$ cat src/rtl/bwrg_pkg.sv
// Shared types and constants for the bitmap word run grouper.
// No dependencies; used by every module under rtl/.
package bwrg_pkg;

  localparam int WORD_BITS_DEF = 64;
  localparam int MAX_WORDS_DEF = 67108864;

  localparam int DATA_W = 64;   // block_word / chunk_word
  localparam int LEN_W  = 33;   // chunk_length
  localparam int VB_W   = 7;    // valid_bits

  localparam int IN_TDATA_W  = 72;   // 64 + 7, padded to bytes
  localparam int OUT_TDATA_W = 104;  // 64 + 33, padded to bytes

  typedef struct packed {
    logic [DATA_W-1:0] word;
    logic [LEN_W-1:0]  len;
    logic              fin;
  } bwrg_chunk_t;

endpackage

$ cat src/rtl/bitmap_word_run_grouper.sv
// Top level of the bitmap word run grouper.
// Depends on bwrg_pkg, bwrg_core and bwrg_fifo.
//
// Usage:
//   in_*  : one 64-bit bitmap word per transfer; in_tlast marks the final
//           word, whose valid bit count rides in in_tdata[70:64].
//   out_* : chunks (word plus bit length); out_tlast marks the last chunk
//           of a bitmap. Uniform words merge into one run chunk.
// Throughput: one word per cycle while the queue has room for two chunks; a
//   word that yields two chunks pushes both in the same cycle. The output
//   drains one chunk per cycle, so the output side bounds sustained rate.
// Path from input word to its chunks on out_*: the input register, then the
//   four-entry chunk queue.
// A word leaves the input register only when the queue has room for two
//   chunks, so a stalled receiver backs up into in_tready without loss.
// Reset (rst_n low, synchronous) empties the queue and drops any pending run.
module bitmap_word_run_grouper #(
  parameter int WORD_BITS = bwrg_pkg::WORD_BITS_DEF,
  parameter int MAX_WORDS = bwrg_pkg::MAX_WORDS_DEF
) (
  input  logic                             clk,
  input  logic                             rst_n,
  input  logic                             in_tvalid,
  output logic                             in_tready,
  // [63:0] block_word, [70:64] valid_bits, [71] zero
  input  logic [bwrg_pkg::IN_TDATA_W-1:0]  in_tdata,
  input  logic                             in_tlast,
  output logic                             out_tvalid,
  input  logic                             out_tready,
  // [63:0] chunk_word, [96:64] chunk_length, [103:97] zero
  output logic [bwrg_pkg::OUT_TDATA_W-1:0] out_tdata,
  output logic                             out_tlast
);
  import bwrg_pkg::*;

  logic              hold_v_r;
  logic [DATA_W-1:0] hold_word_r;
  logic [VB_W-1:0]   hold_valid_r;
  logic              hold_fin_r;
  logic              room2;
  logic              fire;
  logic [1:0]        res_n;
  logic [1:0]        push_n;
  bwrg_chunk_t       res0, res1, head;

  assign fire      = hold_v_r && room2;
  assign in_tready = !hold_v_r || room2;
  assign push_n    = fire ? res_n : 2'd0;

  always_ff @(posedge clk) begin
    if (!rst_n) begin
      hold_v_r <= 1'b0;
    end else if (in_tready) begin
      hold_v_r <= in_tvalid;
    end
  end

  always_ff @(posedge clk) begin
    if (in_tready && in_tvalid) begin
      hold_word_r  <= in_tdata[DATA_W-1:0];
      hold_valid_r <= in_tdata[DATA_W +: VB_W];
      hold_fin_r   <= in_tlast;
    end
  end

  bwrg_core #(
    .WORD_BITS (WORD_BITS),
    .MAX_WORDS (MAX_WORDS)
  ) u_core (
    .clk       (clk),
    .rst_n     (rst_n),
    .fire      (fire),
    .blk_word  (hold_word_r),
    .blk_fin   (hold_fin_r),
    .blk_valid (hold_valid_r),
    .res_n     (res_n),
    .res0      (res0),
    .res1      (res1)
  );

  bwrg_fifo u_fifo (
    .clk       (clk),
    .rst_n     (rst_n),
    .push_n    (push_n),
    .push0     (res0),
    .push1     (res1),
    .room2     (room2),
    .pop_valid (out_tvalid),
    .pop_ready (out_tready),
    .pop_data  (head)
  );

  assign out_tdata = {(OUT_TDATA_W - DATA_W - LEN_W)'(0), head.len, head.word};
  assign out_tlast = head.fin;

endmodule

$ cat src/rtl/bwrg_core.sv
// Run detection and merge logic plus the pending-run state registers.
// Depends on bwrg_pkg. Produces up to two chunks per word.
module bwrg_core #(
  parameter int WORD_BITS = bwrg_pkg::WORD_BITS_DEF,
  parameter int MAX_WORDS = bwrg_pkg::MAX_WORDS_DEF
) (
  input  logic                        clk,
  input  logic                        rst_n,
  input  logic                        fire,
  input  logic [bwrg_pkg::DATA_W-1:0] blk_word,
  input  logic                        blk_fin,
  input  logic [bwrg_pkg::VB_W-1:0]   blk_valid,
  output logic [1:0]                  res_n,
  output bwrg_pkg::bwrg_chunk_t       res0,
  output bwrg_pkg::bwrg_chunk_t       res1
);
  import bwrg_pkg::*;

  localparam logic [LEN_W-1:0] LEN_CAP =
    LEN_W'(longint'(MAX_WORDS) * longint'(WORD_BITS));
  localparam logic [DATA_W-1:0] WMASK =
    DATA_W'((65'd1 << WORD_BITS) - 65'd1);
  localparam logic [VB_W-1:0] WB_V = VB_W'(WORD_BITS);

  logic              run_active_r, run_active_nxt;
  logic [DATA_W-1:0] run_word_r, run_word_nxt;
  logic [LEN_W-1:0]  run_len_r, run_len_nxt;

  logic [DATA_W-1:0] word;
  logic [DATA_W-1:0] vmask;
  logic [VB_W-1:0]   vcnt;
  logic              uniform;
  logic              fin_match;
  logic [LEN_W:0]    sum;
  logic [LEN_W-1:0]  sum_sat;

  always_comb begin
    word    = blk_word & WMASK;
    uniform = (word == '0) || (word == WMASK);
    vcnt    = (blk_valid == '0 || blk_valid > WB_V) ? WB_V : blk_valid;
    vmask   = DATA_W'((65'd1 << vcnt) - 65'd1);
    fin_match = run_active_r && (((word ^ run_word_r) & vmask) == '0);
    // one adder serves both the final extend and the plain extend
    sum     = {1'b0, run_len_r} + (LEN_W+1)'(blk_fin ? vcnt : WB_V);
    sum_sat = (sum > {1'b0, LEN_CAP}) ? LEN_CAP : sum[LEN_W-1:0];
  end

  always_comb begin
    res_n          = 2'd0;
    res0           = '{word: run_word_r, len: run_len_r, fin: 1'b0};
    res1           = '{word: word, len: LEN_W'(WORD_BITS), fin: 1'b0};
    run_active_nxt = run_active_r;
    run_word_nxt   = run_word_r;
    run_len_nxt    = run_len_r;
    if (blk_fin) begin
      run_active_nxt = 1'b0;
      run_word_nxt   = '0;
      run_len_nxt    = '0;
      if (fin_match) begin
        res_n = 2'd1;
        res0  = '{word: run_word_r, len: sum_sat, fin: 1'b1};
      end else if (run_active_r) begin
        res_n = 2'd2;
        res1  = '{word: word, len: LEN_W'(vcnt), fin: 1'b1};
      end else begin
        res_n = 2'd1;
        res0  = '{word: word, len: LEN_W'(vcnt), fin: 1'b1};
      end
    end else if (run_active_r && word == run_word_r) begin
      run_len_nxt = sum_sat;
    end else begin
      // run (if any) goes out first, then either a new run or a literal
      if (uniform) begin
        res_n          = run_active_r ? 2'd1 : 2'd0;
        run_active_nxt = 1'b1;
        run_word_nxt   = word;
        run_len_nxt    = LEN_W'(WORD_BITS);
      end else begin
        run_active_nxt = 1'b0;
        run_word_nxt   = '0;
        run_len_nxt    = '0;
        if (run_active_r) begin
          res_n = 2'd2;
        end else begin
          res_n = 2'd1;
          res0  = res1;
        end
      end
    end
  end

  always_ff @(posedge clk) begin
    if (!rst_n) begin
      run_active_r <= 1'b0;
      run_word_r   <= '0;
      run_len_r    <= '0;
    end else if (fire) begin
      run_active_r <= run_active_nxt;
      run_word_r   <= run_word_nxt;
      run_len_r    <= run_len_nxt;
    end
  end

endmodule

$ cat src/rtl/bwrg_fifo.sv
// Four-entry chunk queue: up to two pushes and one pop per cycle.
// Depends on bwrg_pkg for the chunk type.
module bwrg_fifo (
  input  logic                  clk,
  input  logic                  rst_n,
  input  logic [1:0]            push_n,
  input  bwrg_pkg::bwrg_chunk_t push0,
  input  bwrg_pkg::bwrg_chunk_t push1,
  output logic                  room2,
  output logic                  pop_valid,
  input  logic                  pop_ready,
  output bwrg_pkg::bwrg_chunk_t pop_data
);
  import bwrg_pkg::*;

  localparam int DEPTH = 4;

  bwrg_chunk_t mem_r [DEPTH];
  logic [1:0]  wr_ptr_r, wr_ptr_nxt;
  logic [1:0]  rd_ptr_r, rd_ptr_nxt;
  logic [2:0]  count_r, count_nxt;
  logic        pop;

  assign pop       = pop_valid && pop_ready;
  assign pop_valid = (count_r != 3'd0);
  assign pop_data  = mem_r[rd_ptr_r];
  assign room2     = (count_r <= 3'(DEPTH - 2));

  always_comb begin
    wr_ptr_nxt = wr_ptr_r + push_n;
    rd_ptr_nxt = rd_ptr_r + 2'(pop);
    count_nxt  = count_r + 3'(push_n) - 3'(pop);
  end

  always_ff @(posedge clk) begin
    if (push_n != 2'd0) begin
      mem_r[wr_ptr_r] <= push0;
    end
    if (push_n == 2'd2) begin
      mem_r[wr_ptr_r + 2'd1] <= push1;
    end
  end

  always_ff @(posedge clk) begin
    if (!rst_n) begin
      wr_ptr_r <= '0;
      rd_ptr_r <= '0;
      count_r  <= '0;
    end else begin
      wr_ptr_r <= wr_ptr_nxt;
      rd_ptr_r <= rd_ptr_nxt;
      count_r  <= count_nxt;
    end
  end

endmodule
$ cat config.mk
export PLATFORM = sky130hd
export DESIGN_NAME = bitmap_word_run_grouper
export DESIGN_NICKNAME = d
export VERILOG_FILES = /design/src/rtl/bwrg_pkg.sv /design/src/rtl/bitmap_word_run_grouper.sv /design/src/rtl/bwrg_core.sv /design/src/rtl/bwrg_fifo.sv
export SDC_FILE = /design/constraint.sdc
export NUM_CORES = 1
export LEC_CHECK = 0
export BUFFER_PORTS_ARGS = -buffer_cell sky130_fd_sc_hd__buf_2
export CAP_MARGIN = 20
export CORE_MARGIN = 3
export CORE_UTILIZATION = 25
export DETAILED_ROUTE_END_ITERATION = 7
export PLACE_DENSITY_LB_ADDON = 0.08
export RECOVER_POWER = 50
export SYNTH_ARGS = -nofsm -noshare
export SYNTH_HDL_FRONTEND = slang
export SYNTH_SLANG_ARGS = --single-unit
$ cat constraint.sdc
create_clock -name clk -period 8.35 [get_ports clk]
set_input_delay 1.67 -clock clk [delete_from_list [all_inputs] [get_ports clk]]
set_output_delay 1.67 -clock clk [all_outputs]
set_load 0.01 [all_outputs]
[Yosys cells after proc, flatten, opt, wreduce, memory -nomap -nowiden]
Memories as Yosys holds them, arrays and structs flattened. A register that Yosys moved wholly into a read port is not among the register bits.
Index checks and enable logic that the tools add are counted.
Word-level totals
  bits in writable memories: 392
  output and inout bits: 107
  logic and storage cells: 76
  memories: 1
  register bits: 178
  bits of input ports: 77
Memories
  u_fifo.mem_r: words 4, width 98, read ports 1, clocked after memory_dff 1, wr ports 2, RTL line bwrg_fifo.sv:18  | bwrg_chunk_t mem_r [DEPTH];
Cells by class
  mux-type cells: 33
  reductions and logical operators: 15
  bitwise logic cells: 2
  $add $sub $neg: 7
  $lt $le $gt $ge: 3
  equality and inequality tests: 4
  shift-type cells: 1
Operators with widths (number)
  $mux 98: 6
  $mux 64: 3
  $logic_not 64->1: 2
  $mux 33: 3
  $and 64x64->64: 1
  $eq 64x64->1: 1
  $eq 64x64->1 const B: 1
  $shl 1x7->64 const A: 1
  $sub 64x1->64 const B: 1
  $xor 64x64->64: 1
  $add 33x34->34: 1
  $gt 34x33->1 const B: 1
  $mux 8: 3
  $mux 7: 3
  $mux 2: 7
  $mux 1: 8
  $gt 7x7->1 const B: 1
  $logic_not 7->1: 1
  $logic_and 1x1->1: 5
  $add 3x2->3: 1
  $le 3x2->1 const B: 1
  $logic_or 1x1->1: 3
  $reduce_bool 3->1: 1
  $sub 3x1->3: 1
  8 further kinds: 8

[Depth between registers and ports, before layout]
  word-level depth: 14
  mapped depth: 23
  gate-level depth less buffers: 18

[By module]
From an unflattened synthesis, not the netlist that was laid out.
Unflattened totals
  cell total of the unflattened synthesis: 2464
  area total of the unflattened synthesis: 31778.0 µm²
By module, submodules not included
  bwrg_fifo: cells an instance 993, seq. area each 11911.4 µm², area an instance 19194.7 µm², times used 1
  bwrg_core: cells an instance 1383, seq. area each 1961.9 µm², area an instance 10284.9 µm², times used 1
  bitmap_word_run_grouper: cells an instance 88, seq. area each 2182.1 µm², area an instance 2298.5 µm², times used 1

[Least setup slack after synthesis]
Ideal clock, no wire load.
  path kind: register to register
  start point: register hold_valid_r[1]
  end point: memory u_fifo.mem_r[1][0] (netlist name), data pin
  data arrival time: 6069 ps
  stages on the path, launching flop included: 19
  path buffers: 6
  path slack: 2010 ps
  clock period less this slack: 6340 ps
  path through: edfxtp_1 buf_2 buf_2 buf_2 clkbuf_1 nor3_1 nand4b_1 ha_1 clkbuf_1 a22oi_1 xnor2_1 o22ai_1 a2111oi_1 o2111ai_1 or3_1 buf_4 o211ai_4 nand3_1 a22o_1
RTL lines
  start: declaration: RTL line bitmap_word_run_grouper.sv:38  | logic [VB_W-1:0] hold_valid_r;
  start signal: assignment: RTL line bitmap_word_run_grouper.sv:61  | hold_valid_r <= in_tdata[DATA_W +: VB_W];
  end: declaration: RTL line bwrg_fifo.sv:18

==> run metrics <==
status=finished, violations left; failing checks=max-capacitance violations, max-slew violations; largest net degree at the start of global routing=100; ys flop type=edfxtp_1; total power divided by cell area=234 mW/mm^2; Tightest Pin Transition=3.27 ns; global route overflow=0; H-tree depth=3; met3 Use GR=0.0406; commonest non-fill, non-tap cell in the layout=edfxtp_1; Leakage Power=10.6 nW; antenna-violating nets left=0; Worst Path Required=8.63 ns; Avg WL per Cell=30.0 um; drt drc=0; maxcap violations=9; CP bufs+invs=1; Worst setup SP type=flip-flop; total I/O pin count=184; unrepaired setup endpoints after global routing=false; Seq/Total Area, Yosys=0.483; Post-Syn Area per Cell=10.3 um^2; Placed Area=0.0336 mm^2; Async SR Flop Fraction=0; Syn Inst Count=3,034; Synth Warn #=0; slowest cell on the critical path=clkbuf_1; Largest stage delay, worst path=1.41 ns; crit path DAT=7.70 ns; Setup Crit Path Kind=flip-flop to flip-flop; final layout net count=3,132; Relative slew margins=-1.18; most frequent cells in the layout=edfxtp_1 (360), nand2_1 (351), o21ai_0 (237); final setup fails=0; Core ar.=0.123 mm^2; Yosys reg bits=570; worst min path class=flip-flop to flip-flop; worst ir drop on vdd=0.000157 V; placed cell count=4,587; IO Port Bufs=175; setup_tns=0 ns; Tcrit/Tclk final=0.889; Via Count=26,700; Final min period=7.42 ns; Rows=128; vias in the first global route=26,100; PostCTS Resize Cnt=0; Layout Cells excl Fill=4,720; Die Wd=359 um; Post-CTS Setup Inserts=0; Iteration-0 DRC Markers=2,357; Root Driver=clkbuf_16; met1 GRT Util=0.291; grt met2 use=0.349; final HPWL from detailed placement=88.7 mm; synthesized area=0.0311 mm^2; Slew Viols, Final=308; Final Instance Area=0.0357 mm^2; CTS buffer count=74; initial antenna violation count=4; Final Hold Vio Count=0; number of vias per cell=5.65; layout cells sized above 1=0.133; overall power=8.34 mW; CP Max Fanout=21; Initial DRT Pass Iterations=6; Max Buffers Root-to-Sink=3; critical path, cell by cell=nor3_1, nand4b_1, ha_1, o211ai_1, a21oi_1, nand4b_1, xnor2_1, o2111ai_1, or3_1, o211ai_1, clkbuf_1, o21ai_0; Die H=359 um; gp weighted congestion=0.911; CTS Hold Bufs=0; area growth from synthesis to layout=14.8%; Diodes inserted=0; # clock sinks=570; Routed WL=142 mm; skew final=0.0446 ns; CTS tree=yes; first-pass GRT wire length=200 mm; Starting Density=0.254; delay-heaviest family, CP=compound AO/OA/AOI/OAI gates; clk slew on worst S/H paths=0.06 ns; full die area=0.129 mm^2; EDFF count, synth=360; Worst setup EP type=flip-flop; Cell variety after synth=103; Total GRT Usage=0.214; clock latency on the worst-skew pair=0.66 ns; GRT busiest layer=met2; Fmax=0.135 GHz
cell families after synthesis:
kind of cell	share of synthesized area
and+or+nand+nor	0.143
DFF	0.483
adders and majority gates	0.00692
xor gates and xnor gates	0.0307
buffers and inverters	0.0497
muxes	0.0769
AOI/OAI and AO/OA	0.210
other	0.000241
registers in the layout, indices dropped and copies added (netlist names):
name                 count
hold_valid_r             7
u_core.run_len_r        33
u_fifo.rd_ptr_r          2
u_fifo.count_r           3
hold_fin_r               1
u_fifo.wr_ptr_r          2
u_fifo.mem_r           392
hold_v_r                 1
hold_word_r             64
u_core.run_word_r       64
u_core.run_active_r      1
worst reg2reg max path, stage by stage (launching register included):
cell	delay, ns
edfxtp_1	1.04
nor3_1	0.14
nand4b_1	0.18
ha_1	0.68
o211ai_1	0.55
a21oi_1	0.92
nand4b_1	0.34
xnor2_1	0.25
o2111ai_1	0.15
or3_1	0.74
o211ai_1	0.36
clkbuf_1	1.42
o21ai_0	0.31
area by class of cell:
class / count / area [um^2]
clock buffer: 93 / 1980
clock inverter: 39 / 414
fill: 12900 / 87000
inverter: 36 / 140
multi-input combinational: 2097 / 14700
sequential: 570 / 15000
tap: 1625 / 2030
timing repair buffer: 260 / 1440
power breakdown:
| part | leakage, nW | total (mW) | switching, mW | internal, mW |
|---|---|---|---|---|
| Sequential | 4.91 | 3.42 | 0.217 | 3.20 |
| Clock | 1.18 | 3.24 | 1.31 | 1.93 |
| Combinational | 4.52 | 1.69 | 1.06 | 0.630 |
path summary, 6_finish.rpt:
check             cells after the start                   to  slack (ns)                start
hold / removal                        1  u_fifo.mem_r[3][30]        0.46  u_fifo.mem_r[3][30]
hold reg to reg                       1  u_fifo.mem_r[3][30]        0.46  u_fifo.mem_r[3][30]
setup reg to reg                     12   u_fifo.mem_r[3][0]        0.93      hold_valid_r[6]
setup / recovery                     12   u_fifo.mem_r[3][0]        0.93      hold_valid_r[6]
per-layer routing:
metal / wire length (um) / vias up
li1: - / 11700
met1: 62400 / 13600
met2: 66500 / 1132
met3: 9170 / 216
met4: 3490 / 0
met5: 0 / -
cells in the mapped netlist, types with 19 or more instances:
library cell,instances,area share
dfxtp_1,210,0.14
a211oi_1,31,0.0075
nand2b_1,26,0.0052
nand2_1,351,0.042
nand4_1,46,0.0093
o2bb2ai_1,21,0.0059
buf_1,24,0.0029
inv_1,35,0.0042
a21oi_1,144,0.023
nor3b_1,19,0.0046
mux4_2,98,0.071
o211ai_1,29,0.0070
o221ai_1,29,0.0082
o21ai_0,237,0.038
nor2b_1,19,0.0038
a22oi_1,221,0.053
and3_1,28,0.0056
nand3_1,103,0.017
clkbuf_1,260,0.031
xnor2_1,84,0.024
edfxtp_1,360,0.35
nor2_1,119,0.014
nor3_1,46,0.0074
a22o_1,72,0.020
buf_2,30,0.0048
nor4_1,45,0.0090
xor2_1,25,0.0070
o32ai_1,22,0.0062
through the flow:
step | setup slack (ns) | hold WS, ns | util
final | 0.928 | 0.455 | 0.291
after global routing | 0.666 | 0.475 | 0.291
after CTS | 1.75 | 0.458 | 0.293
after detailed placement | 1.77 | 0.445 | 0.274
after global placement | 1.09 | 0.441 | 0.273
after floorplan | 2.01 | 0.427 | -
(Power assumes the default switching activity.)
